$ cat src/hw/rtl/wplc_pkg.sv
package wplc_pkg;

    localparam int CordicIterations = 16;
    localparam int AngW = 28;
    localparam logic signed [AngW-1:0] AngPi = 28'sd52707179;

    typedef enum logic [1:0] {
        CMD_SAMPLE  = 2'd0,
        CMD_RESTART = 2'd1,
        CMD_CANCEL  = 2'd2,
        CMD_UNUSED  = 2'd3
    } cmd_t;

    typedef enum logic [1:0] {
        GOAL_RUNNING  = 2'd0,
        GOAL_DONE     = 2'd1,
        GOAL_CANCELED = 2'd2,
        GOAL_SPARE    = 2'd3
    } goal_t;

    typedef enum logic [2:0] {
        ST_IDLE,
        ST_SQRT,
        ST_CORDIC,
        ST_MUL,
        ST_FINISH,
        ST_OUT
    } state_t;

    typedef enum logic [1:0] {
        SQ_IDLE,
        SQ_MUL,
        SQ_ROOT,
        SQ_RND
    } sq_state_t;

    typedef enum logic [2:0] {
        REG_LIN_GAIN  = 3'd0,
        REG_MAX_LIN   = 3'd1,
        REG_ANG_GAIN  = 3'd2,
        REG_ANG_LIMIT = 3'd3,
        REG_ARRIVE    = 3'd4,
        REG_LEAVE     = 3'd5,
        REG_RETURN    = 3'd6,
        REG_NONE      = 3'd7
    } reg_idx_t;

    typedef struct packed {
        logic [1:0]         command;
        logic signed [15:0] wp_dx;
        logic signed [15:0] wp_dy;
        logic signed [15:0] start_dx;
        logic signed [15:0] start_dy;
    } in_item_t;

    typedef struct packed {
        logic [15:0]        waypoint_distance;
        logic [14:0]        fwd_rate;
        logic signed [15:0] turn_rate;
        logic               at_waypoint;
        logic               start_left;
        logic [1:0]         goal_status;
    } out_item_t;

    typedef struct packed {
        logic [11:0] linear_gain;
        logic [14:0] fwd_rate_cap;
        logic [11:0] angular_gain;
        logic [14:0] angular_limit;
        logic [14:0] arrive_radius;
        logic [14:0] leave_radius;
        logic [14:0] return_radius;
    } cfg_t;

    function automatic logic [AngW-1:0] atan_entry(input logic [4:0] i);
        logic [AngW-1:0] r;
        unique case (i)
            5'd0:    r = 28'd13176795;
            5'd1:    r = 28'd7778716;
            5'd2:    r = 28'd4110060;
            5'd3:    r = 28'd2086331;
            5'd4:    r = 28'd1047214;
            5'd5:    r = 28'd524117;
            5'd6:    r = 28'd262123;
            5'd7:    r = 28'd131069;
            default: r = 28'd65536 >> (i - 5'd8);
        endcase
        return r;
    endfunction

endpackage

$ cat src/hw/rtl/waypoint_pursuit_lap_controller.sv
// control sample: two magnitude passes (start, 16 square steps, 16 root steps, rounding), cordic
// beside the first, then bearing check, gain multiply, wrap-up and output; restart, cancel and
// unused codes go straight to output
// throughput: one item at a time, no new input accepted until the result is taken
// reset: gains and radii to defaults, lap flag cleared, goal running
module waypoint_pursuit_lap_controller
    import wplc_pkg::*;
(
    input  logic        clk,
    input  logic        rst_n,
    input  logic        in_valid,
    output logic        in_ready,
    input  in_item_t    in_data,
    output logic        out_valid,
    input  logic        out_ready,
    output out_item_t   out_data,
    input  logic        psel,
    input  logic        penable,
    input  logic        pwrite,
    input  logic [4:0]  paddr,
    input  logic [31:0] pwdata,
    output logic [31:0] prdata,
    output logic        pready
);

    state_t    st_reg, st_next;
    cfg_t      cfg_reg, cfg_next;
    logic      flag_reg, flag_next;
    goal_t     goal_reg, goal_next;
    in_item_t  item_reg, item_next;
    out_item_t res_reg, res_next;
    logic      phase_reg, phase_next;
    logic      kick_reg, kick_next;
    logic [16:0] wdist_reg, wdist_next, sdist_reg, sdist_next;
    logic signed [AngW-1:0] ang_reg, ang_next;
    logic signed [40:0] prod_reg, prod_next;

    logic        sq_start, sq_done, co_start, co_done, mu_start, mu_done;
    logic [16:0] sq_root;
    logic signed [AngW-1:0] co_angle;
    logic signed [40:0] mu_prod;
    logic signed [15:0] sq_x, sq_y;
    reg_idx_t    widx;

    logic [28:0] lin_full;
    logic [14:0] lin_sat;
    logic signed [40:0] ang_full;
    logic signed [16:0] ang_sh, lim17;
    logic signed [15:0] ang_sat;
    logic at_wp;

    assign sq_x = phase_reg ? item_reg.start_dx : item_reg.wp_dx;
    assign sq_y = phase_reg ? item_reg.start_dy : item_reg.wp_dy;

    wplc_sqrt u_sqrt (
        .clk(clk), .rst_n(rst_n), .start(sq_start), .dx(sq_x), .dy(sq_y),
        .done(sq_done), .root(sq_root)
    );

    wplc_cordic u_cordic (
        .clk(clk), .rst_n(rst_n), .start(co_start), .dx(item_reg.wp_dx),
        .dy(item_reg.wp_dy), .done(co_done), .angle(co_angle)
    );

    wplc_mul u_mul (
        .clk(clk), .rst_n(rst_n), .start(mu_start), .gain(cfg_reg.angular_gain),
        .operand(ang_reg), .done(mu_done), .product(mu_prod)
    );

    // apb
    assign pready = 1'b1;
    assign widx   = reg_idx_t'(paddr[4:2]);

    always_comb
    begin
        unique case (widx)
            REG_LIN_GAIN:  prdata = {20'd0, cfg_reg.linear_gain};
            REG_MAX_LIN:   prdata = {17'd0, cfg_reg.fwd_rate_cap};
            REG_ANG_GAIN:  prdata = {20'd0, cfg_reg.angular_gain};
            REG_ANG_LIMIT: prdata = {17'd0, cfg_reg.angular_limit};
            REG_ARRIVE:    prdata = {17'd0, cfg_reg.arrive_radius};
            REG_LEAVE:     prdata = {17'd0, cfg_reg.leave_radius};
            REG_RETURN:    prdata = {17'd0, cfg_reg.return_radius};
            default:       prdata = '0;
        endcase
    end

    always_comb
    begin
        cfg_next = cfg_reg;
        if (psel && penable && pwrite)
        begin
            unique case (widx)
                REG_LIN_GAIN:  cfg_next.linear_gain      = pwdata[11:0];
                REG_MAX_LIN:   cfg_next.fwd_rate_cap     = pwdata[14:0];
                REG_ANG_GAIN:  cfg_next.angular_gain     = pwdata[11:0];
                REG_ANG_LIMIT: cfg_next.angular_limit    = pwdata[14:0];
                REG_ARRIVE:    cfg_next.arrive_radius    = pwdata[14:0];
                REG_LEAVE:     cfg_next.leave_radius     = pwdata[14:0];
                REG_RETURN:    cfg_next.return_radius    = pwdata[14:0];
                default:       cfg_next = cfg_reg;
            endcase
        end
    end

    // wrap-up arithmetic
    assign lin_full = 29'({12'd0, wdist_reg} * {17'd0, cfg_reg.linear_gain}) + 29'd128;
    assign lin_sat  = (lin_full[28:8] > {6'd0, cfg_reg.fwd_rate_cap})
                      ? cfg_reg.fwd_rate_cap : lin_full[22:8];
    assign ang_full = prod_reg + 41'sd8388608;
    assign ang_sh   = ang_full[40:24];
    assign lim17    = $signed({2'b00, cfg_reg.angular_limit});
    assign ang_sat  = (ang_sh > lim17) ? 16'(lim17) :
                      (ang_sh < -lim17) ? 16'(-lim17) : 16'(ang_sh);
    assign at_wp    = wdist_reg < {2'd0, cfg_reg.arrive_radius};

    assign in_ready  = (st_reg == ST_IDLE);
    assign out_valid = (st_reg == ST_OUT);
    assign out_data  = res_reg;

    always_ff @(posedge clk or negedge rst_n)
    begin
        if (!rst_n)
        begin
            st_reg    <= ST_IDLE;
            cfg_reg   <= '{linear_gain: 12'd128, fwd_rate_cap: 15'd128,
                           angular_gain: 12'd512, angular_limit: 15'd256,
                           arrive_radius: 15'd26, leave_radius: 15'd128,
                           return_radius: 15'd77};
            flag_reg  <= 1'b0;
            goal_reg  <= GOAL_RUNNING;
            phase_reg <= 1'b0;
            kick_reg  <= 1'b0;
        end
        else
        begin
            st_reg    <= st_next;
            cfg_reg   <= cfg_next;
            flag_reg  <= flag_next;
            goal_reg  <= goal_next;
            phase_reg <= phase_next;
            kick_reg  <= kick_next;
        end
    end

    always_ff @(posedge clk)
    begin
        item_reg  <= item_next;
        res_reg   <= res_next;
        wdist_reg <= wdist_next;
        sdist_reg <= sdist_next;
        ang_reg   <= ang_next;
        prod_reg  <= prod_next;
    end

    always_comb
    begin
        st_next    = st_reg;
        flag_next  = flag_reg;
        goal_next  = goal_reg;
        phase_next = phase_reg;
        kick_next  = 1'b0;
        item_next  = item_reg;
        res_next   = res_reg;
        wdist_next = wdist_reg;
        sdist_next = sdist_reg;
        ang_next   = ang_reg;
        prod_next  = prod_reg;
        sq_start   = 1'b0;
        co_start   = 1'b0;
        mu_start   = 1'b0;
        unique case (st_reg)
            ST_IDLE:
            begin
                if (in_valid)
                begin
                    item_next = in_data;
                    res_next  = '0;
                    if (cmd_t'(in_data.command) == CMD_SAMPLE)
                    begin
                        phase_next = 1'b0;
                        kick_next  = 1'b1;
                        st_next    = ST_SQRT;
                    end
                    else
                    begin
                        unique case (cmd_t'(in_data.command))
                            CMD_RESTART:
                            begin
                                flag_next = 1'b0;
                                goal_next = GOAL_RUNNING;
                            end
                            CMD_CANCEL:
                                if (goal_reg == GOAL_RUNNING) goal_next = GOAL_CANCELED;
                            default: ;
                        endcase
                        res_next.start_left  = flag_next;
                        res_next.goal_status = goal_next;
                        st_next = ST_OUT;
                    end
                end
            end
            ST_SQRT:
            begin
                // units start on the registered item; second magnitude the cycle after sq_done
                sq_start = kick_reg;
                co_start = kick_reg && !phase_reg;
                if (co_done)
                    ang_next = co_angle;
                if (sq_done)
                begin
                    if (!phase_reg)
                    begin
                        wdist_next = sq_root;
                        phase_next = 1'b1;
                        kick_next  = 1'b1;
                    end
                    else
                    begin
                        sdist_next = sq_root;
                        st_next    = ST_CORDIC;
                    end
                end
            end
            ST_CORDIC:
            begin
                // zero vector gives zero bearing
                if (item_reg.wp_dx == 16'sd0 && item_reg.wp_dy == 16'sd0)
                    ang_next = '0;
                st_next = ST_MUL;
            end
            ST_MUL:
            begin
                if (phase_reg)
                begin
                    mu_start   = 1'b1;
                    phase_next = 1'b0;
                end
                else if (mu_done)
                begin
                    prod_next = mu_prod;
                    st_next   = ST_FINISH;
                end
            end
            ST_FINISH:
            begin
                res_next.waypoint_distance = wdist_reg[16] ? 16'hFFFF : wdist_reg[15:0];
                res_next.at_waypoint       = at_wp;
                if (goal_reg == GOAL_RUNNING)
                begin
                    res_next.fwd_rate  = at_wp ? 15'd0 : lin_sat;
                    res_next.turn_rate = at_wp ? 16'sd0 : ang_sat;
                    flag_next = flag_reg || (sdist_reg > {2'd0, cfg_reg.leave_radius});
                    if (flag_next && sdist_reg < {2'd0, cfg_reg.return_radius})
                    begin
                        goal_next = GOAL_DONE;
                        res_next.fwd_rate  = '0;
                        res_next.turn_rate = '0;
                    end
                end
                res_next.start_left  = flag_next;
                res_next.goal_status = goal_next;
                st_next = ST_OUT;
            end
            ST_OUT:
            begin
                if (out_ready)
                    st_next = ST_IDLE;
            end
            default: st_next = ST_IDLE;
        endcase
    end

`ifndef SYNTHESIS
    a_one_side: assert property (@(posedge clk) disable iff (!rst_n)
        !(in_ready && out_valid)) else $error("input and output open together");
    a_done_sticky: assert property (@(posedge clk) disable iff (!rst_n)
        (out_valid && out_data.goal_status == GOAL_DONE) |-> out_data.fwd_rate == 15'd0)
        else $error("drive on completed lap");
    a_result_held: assert property (@(posedge clk) disable iff (!rst_n)
        (out_valid && !out_ready) |=> out_valid) else $error("result dropped");
`endif

endmodule

$ cat src/hw/rtl/wplc_sqrt.sv
// magnitude: squares by shift-add one bit a cycle, then a restoring root two bits a cycle
module wplc_sqrt
    import wplc_pkg::*;
(
    input  logic               clk,
    input  logic               rst_n,
    input  logic               start,
    input  logic signed [15:0] dx,
    input  logic signed [15:0] dy,
    output logic               done,
    output logic [16:0]        root
);

    sq_state_t   st_reg, st_next;
    logic [4:0]  cnt_reg, cnt_next;
    logic [15:0] ax_reg, ax_next, ay_reg, ay_next;
    logic [15:0] mx_reg, mx_next, my_reg, my_next;
    logic [32:0] n_reg, n_next;
    logic [32:0] nsh_reg, nsh_next;
    logic [18:0] rem_reg, rem_next;
    logic [16:0] r_reg, r_next;
    logic [18:0] trial;

    always_ff @(posedge clk or negedge rst_n)
    begin
        if (!rst_n)
        begin
            st_reg  <= SQ_IDLE;
            cnt_reg <= '0;
        end
        else
        begin
            st_reg  <= st_next;
            cnt_reg <= cnt_next;
        end
    end

    always_ff @(posedge clk)
    begin
        ax_reg  <= ax_next;
        ay_reg  <= ay_next;
        mx_reg  <= mx_next;
        my_reg  <= my_next;
        n_reg   <= n_next;
        nsh_reg <= nsh_next;
        rem_reg <= rem_next;
        r_reg   <= r_next;
    end

    assign trial = {rem_reg[16:0], nsh_reg[32:31]} - {r_reg, 2'b01};

    always_comb
    begin
        st_next  = st_reg;
        cnt_next = cnt_reg;
        ax_next  = ax_reg;
        ay_next  = ay_reg;
        mx_next  = mx_reg;
        my_next  = my_reg;
        n_next   = n_reg;
        nsh_next = nsh_reg;
        rem_next = rem_reg;
        r_next   = r_reg;
        done     = 1'b0;
        unique case (st_reg)
            SQ_IDLE:
            begin
                if (start)
                begin
                    ax_next  = dx[15] ? 16'(-dx) : 16'(dx);
                    ay_next  = dy[15] ? 16'(-dy) : 16'(dy);
                    mx_next  = dx[15] ? 16'(-dx) : 16'(dx);
                    my_next  = dy[15] ? 16'(-dy) : 16'(dy);
                    n_next   = '0;
                    cnt_next = 5'd0;
                    st_next  = SQ_MUL;
                end
            end
            SQ_MUL:
            begin
                // one multiplier bit of each square per cycle
                n_next = n_reg;
                if (mx_reg[0]) n_next = n_next + ({17'd0, ax_reg} << cnt_reg);
                if (my_reg[0]) n_next = n_next + ({17'd0, ay_reg} << cnt_reg);
                mx_next  = mx_reg >> 1;
                my_next  = my_reg >> 1;
                cnt_next = cnt_reg + 5'd1;
                if (cnt_reg == 5'd15)
                begin
                    // sum of squares fits 32 bits, so pairs line up from bit 31
                    nsh_next = {n_next[31:0], 1'b0};
                    rem_next = '0;
                    r_next   = '0;
                    cnt_next = 5'd0;
                    st_next  = SQ_ROOT;
                end
            end
            SQ_ROOT:
            begin
                if (!trial[18])
                begin
                    rem_next = trial;
                    r_next   = {r_reg[15:0], 1'b1};
                end
                else
                begin
                    rem_next = {rem_reg[16:0], nsh_reg[32:31]};
                    r_next   = {r_reg[15:0], 1'b0};
                end
                nsh_next = {nsh_reg[30:0], 2'b00};
                cnt_next = cnt_reg + 5'd1;
                if (cnt_reg == 5'd15)
                    st_next = SQ_RND;
            end
            SQ_RND:
            begin
                st_next = SQ_IDLE;
                done    = 1'b1;
            end
            default: st_next = SQ_IDLE;
        endcase
    end

    // round to nearest: the remainder n - r*r against r
    assign root = (st_reg == SQ_RND && rem_reg > {2'd0, r_reg}) ? r_reg + 17'd1 : r_reg;

endmodule

$ cat src/hw/rtl/wplc_cordic.sv
// vectoring cordic, one rotation per cycle
module wplc_cordic
    import wplc_pkg::*;
(
    input  logic                   clk,
    input  logic                   rst_n,
    input  logic                   start,
    input  logic signed [15:0]     dx,
    input  logic signed [15:0]     dy,
    output logic                   done,
    output logic signed [AngW-1:0] angle
);

    logic               busy_reg, busy_next;
    logic [4:0]         i_reg, i_next;
    logic signed [34:0] x_reg, x_next, y_reg, y_next;
    logic signed [AngW-1:0] z_reg, z_next;
    logic signed [34:0] xs, ys;
    logic signed [AngW-1:0] at;

    always_ff @(posedge clk or negedge rst_n)
    begin
        if (!rst_n)
        begin
            busy_reg <= 1'b0;
            i_reg    <= '0;
        end
        else
        begin
            busy_reg <= busy_next;
            i_reg    <= i_next;
        end
    end

    always_ff @(posedge clk)
    begin
        x_reg <= x_next;
        y_reg <= y_next;
        z_reg <= z_next;
    end

    assign xs = x_reg >>> i_reg;
    assign ys = y_reg >>> i_reg;
    assign at = $signed(atan_entry(i_reg));

    always_comb
    begin
        busy_next = busy_reg;
        i_next    = i_reg;
        x_next    = x_reg;
        y_next    = y_reg;
        z_next    = z_reg;
        done      = 1'b0;
        if (!busy_reg)
        begin
            if (start)
            begin
                x_next = {{3{dx[15]}}, dx, 16'd0};
                y_next = {{3{dy[15]}}, dy, 16'd0};
                z_next = '0;
                if (dx[15])
                begin
                    z_next = dy[15] ? -AngPi : AngPi;
                    x_next = -{{3{dx[15]}}, dx, 16'd0};
                    y_next = -{{3{dy[15]}}, dy, 16'd0};
                end
                i_next    = '0;
                busy_next = 1'b1;
            end
        end
        else
        begin
            if (y_reg > 0)
            begin
                x_next = x_reg + ys;
                y_next = y_reg - xs;
                z_next = z_reg + at;
            end
            else
            begin
                x_next = x_reg - ys;
                y_next = y_reg + xs;
                z_next = z_reg - at;
            end
            i_next = i_reg + 5'd1;
            if (i_reg == 5'(CordicIterations - 1))
            begin
                busy_next = 1'b0;
                done      = 1'b1;
            end
        end
    end

    // angle includes the last rotation in the done cycle
    assign angle = z_next;

endmodule

$ cat src/hw/rtl/wplc_mul.sv
// shift-add multiplier, one bit of the gain per cycle
module wplc_mul
    import wplc_pkg::*;
(
    input  logic               clk,
    input  logic               rst_n,
    input  logic               start,
    input  logic [11:0]        gain,
    input  logic signed [AngW-1:0] operand,
    output logic               done,
    output logic signed [40:0] product
);

    logic               busy_reg, busy_next;
    logic [3:0]         cnt_reg, cnt_next;
    logic [11:0]        g_reg, g_next;
    logic signed [40:0] acc_reg, acc_next;
    logic signed [40:0] op_reg, op_next;

    always_ff @(posedge clk or negedge rst_n)
    begin
        if (!rst_n)
        begin
            busy_reg <= 1'b0;
            cnt_reg  <= '0;
        end
        else
        begin
            busy_reg <= busy_next;
            cnt_reg  <= cnt_next;
        end
    end

    always_ff @(posedge clk)
    begin
        g_reg   <= g_next;
        acc_reg <= acc_next;
        op_reg  <= op_next;
    end

    always_comb
    begin
        busy_next = busy_reg;
        cnt_next  = cnt_reg;
        g_next    = g_reg;
        acc_next  = acc_reg;
        op_next   = op_reg;
        done      = 1'b0;
        if (!busy_reg)
        begin
            if (start)
            begin
                g_next    = gain;
                acc_next  = '0;
                op_next   = 41'(operand);
                cnt_next  = '0;
                busy_next = 1'b1;
            end
        end
        else
        begin
            if (g_reg[0])
                acc_next = acc_reg + op_reg;
            g_next   = g_reg >> 1;
            op_next  = op_reg <<< 1;
            cnt_next = cnt_reg + 4'd1;
            if (cnt_reg == 4'd11)
            begin
                busy_next = 1'b0;
                done      = 1'b1;
            end
        end
    end

    // product includes the top gain bit in the done cycle
    assign product = acc_next;

endmodule

$ cat config.mk
export PLATFORM = sky130hd
export DESIGN_NAME = waypoint_pursuit_lap_controller
export DESIGN_NICKNAME = d
export VERILOG_FILES = /design/src/hw/rtl/wplc_pkg.sv /design/src/hw/rtl/waypoint_pursuit_lap_controller.sv /design/src/hw/rtl/wplc_sqrt.sv /design/src/hw/rtl/wplc_cordic.sv /design/src/hw/rtl/wplc_mul.sv
export SDC_FILE = /design/constraint.sdc
export NUM_CORES = 2
export LEC_CHECK = 0
export ABC_AREA = 0
export BUFFER_PORTS_ARGS = -buffer_cell sky130_fd_sc_hd__clkbuf_2
export CAP_MARGIN = 20
export CORE_MARGIN = 2
export CORE_UTILIZATION = 58
export DETAILED_ROUTE_END_ITERATION = 8
export GPL_TIMING_DRIVEN = 0
export PLACE_DENSITY = 0.78
export SLEW_MARGIN = 40
export SYNTH_ARGS = -nofsm -noshare
export SYNTH_HDL_FRONTEND = slang
export SYNTH_SLANG_ARGS = --single-unit
export TNS_END_PERCENT = 100
$ cat constraint.sdc
create_clock -name clk -period 7.6 [get_ports clk]
set_input_delay 0.76 -clock clk [delete_from_list [all_inputs] [get_ports clk]]
set_output_delay 0.76 -clock clk [all_outputs]
set_load 0.03 [all_outputs]
==> out/qor.yml <==
floorplanning:
  start_util_pct: 58.3
  die_y_um: 321
  die_area_um2: 103000
  num_rows: 116
  core_um2: 99900
  ios: 196
  die_w_um: 321
synth:
  synth_top_area_share_pct: 25.9
  synth_top_cell_by_area: "edfxtp_1"
  synth_flop_cell: "edfxtp_1"
  ys_seq_area_share_pct: 33.0
  synth.avg_cell_area_um2: 9.37
  ys_types: 103
  syn_inst: 6216
  yosys_warnings: 0
  async_flop_share_pct: 18.5
  synth_area_um2: 58200
  synth_edf_count: 503
  netlist_top_cells_area: "edfxtp_1, ha_1, fa_1"
  ys_seq_elements: 676
setup_path:
  cp_slowest_stage_delay_ns: 0.56
  critPathLaunchType: "flip-flop"
  cpMostUsedCell: "fa_1"
  rr_startpoint: "wdist_reg[4]"
  crit_slowest_cell: "fa_1"
  critPathLaunch: "wdist_reg[4]"
  crit_arrival_ns: 8.18
  crit_type: "reg -> reg"
  required_ns: 8.10
  crit_path_end_kind: "flip-flop"
  crit_fanout: 7
grt:
  antenna_found_initial: 8
  busiest_layer: "met2"
  grt_util_met3_pct: 10.1
  met1_usage_pct: 51.6
  grt_pass1_vias: 49200
  use_met2_pct: 57.4
  grt_max_degree: 65
  grt_overflow_total: 0
  grt_pass1_wl_mm: 299
  grt_usage_pct: 38.3
sta:
  fin_crit_sh_pct: 101
  tightest_slew_ns: 0.996
  maxSlewHeadroom_pct: 31.7
  fmax_mhz: 130
  fin_skew_ns: 0.0680
  setup_viol: 12
  hold_violations: 0
  maxSlewViolCount: 0
  rsz0062_at_grt: "true"
  fin_tns_setup_ns: -0.534
  finalCriticalPeriod_ns: 7.68
  worst_slack_ns: -0.0804
final_layout:
  n_fill_cell: 8183
  syn_to_final_growth_pct: 11.0
  largest_reg_flops: 99
  layoutNonFillerInstCount: 7886
  mostFrequentLayoutCell: "nand2_1"
  layout_common_cells: "nand2_1, nor2_1, edfxtp_1"
  drive_gt1_share_pct: 13.9
  nNetsFinal: 7194
  fin_util_pct: 64.7
run:
  cap_violations: 0
detailed_routing:
  wl_mm: 200
  drt_iter0_drc: 5782
  first_pass_iters: 8
  drtAntennaViolNets: 0
  vias: 51000
  vias_per_cell: 6.47
  drc: 0
  routedWlPerCell_um: 25.4
place:
  place_inst: 7702
  io_buffers: 156
  dp_hpwl_mm: 153
  place_congestion: 1.06
  dp_slack_ns: -1.47
clocking:
  h-tree-depth: 3
  root_buffer: "clkbuf_16"
  tritoncts: "built"
  cts_buffers: 78
  clock_latency_ns: 0.70
  clock_sinks: 676
  cts.clk_slew.worst_paths_ns: 0.06
  clk_path_buf_depth: 3
worst_hold_path:
  min_path_type: "in -> reg"
  hp-start: "in_data[32]"
run_status:
  violations: "setup timing"
  status: "complete, but fails checks"
## routing by layer
metal | vias to the layer above | wire length [um]
met2 | 2917 | 85300
met1 | 24600 | 81400
met4 | 14 | 10900
met3 | 618 | 22700
li1 | 22900 | -
met5 | - | 92
## repair_timing
action / 4_1_cts / 5_1_grt
endpoints found under the hold margin: 8 / 0
pin swaps: 21 / 7
hold buffers: 1 / 0
endpoints found under the setup margin: 79 / 60
cloned: 1 / 0
resized for setup: 114 / 75
buffers inserted: 33 / 10
## synthesized netlist by cell type (37+ instances only)
cell,number
mux2i_1,175
xnor2_1,224
and3_1,37
inv_1,391
ha_1,411
and2_1,157
dfxtp_1,48
xor2_1,153
o21a_1,74
o22ai_1,41
o21ai_0,379
nand4_1,45
fa_1,156
mux4_2,101
a31oi_1,81
nor2_1,516
nand2_1,726
nand3_1,113
nor2b_1,61
a21o_1,160
a211oi_1,47
dfrtp_1,113
mux2_2,189
buf_1,38
edfxtp_1,503
nand2b_1,76
a21oi_1,342
clkbuf_1,236
nor3_1,79
## cell families after synthesis
logic type                 count (synthesis)  share of synthesized area (%)
AOI/OAI and AO/OA                       1425                           15.4
xor gates and xnor gates                 377                           5.67
adders and majority gates                567                           14.2
buffers and inverters                    728                           5.10
DFF                                      676                           33.0
muxes                                    472                           10.9
other                                      2                         0.0129
and+or+nand+nor                         1969                           15.7
## final cells by class
type,count,area (um2),share of cell area [%]
timing repair buffer,217,1420,2.20
sequential,676,19200,29.7
buffer,322,1690,2.62
tap,1298,1620,2.51
multi-input combinational,4828,36600,56.6
inverter,394,1490,2.31
clock buffer,97,2110,3.26
antenna,5,12.5,0.0194
clock inverter,49,488,0.755
## stage by stage
stage                     hold WS (ns)  cell area [um2]
final                            0.235            64600
after global routing             0.231            64600
after CTS                        0.213            64300
after detailed placement         0.455            61100
after global placement           0.451            60700
after floorplan                  0.428            58300
## critical path, delay by kind of cell, from the launching register on
kind	cells	cell delay [ns]
compound gates	8	1.81
fa+ha+maj	7	3.03
buf+inv	9	1.06
flops	1	0.44
simple gates	7	1.18
## path summary, 6_finish.rpt
check	to	slack, ns	cells past startpoint
worst max-delay path	out_data[20]	-0.08	31
worst min-delay path	item_reg[32]	0.23	1
worst max register to register	out_data[20]	-0.08	31
worst min register to register	u_mul.g_reg[11]	0.46	2
max in group asynchronous	cfg_reg[79]	6.16	4
min in group asynchronous	u_cordic.i_reg[4]	0.50	2
Power is left out: the tool's default activity adds up to more than one toggle a clock period on the data nets, which glitch-free logic cannot reach.
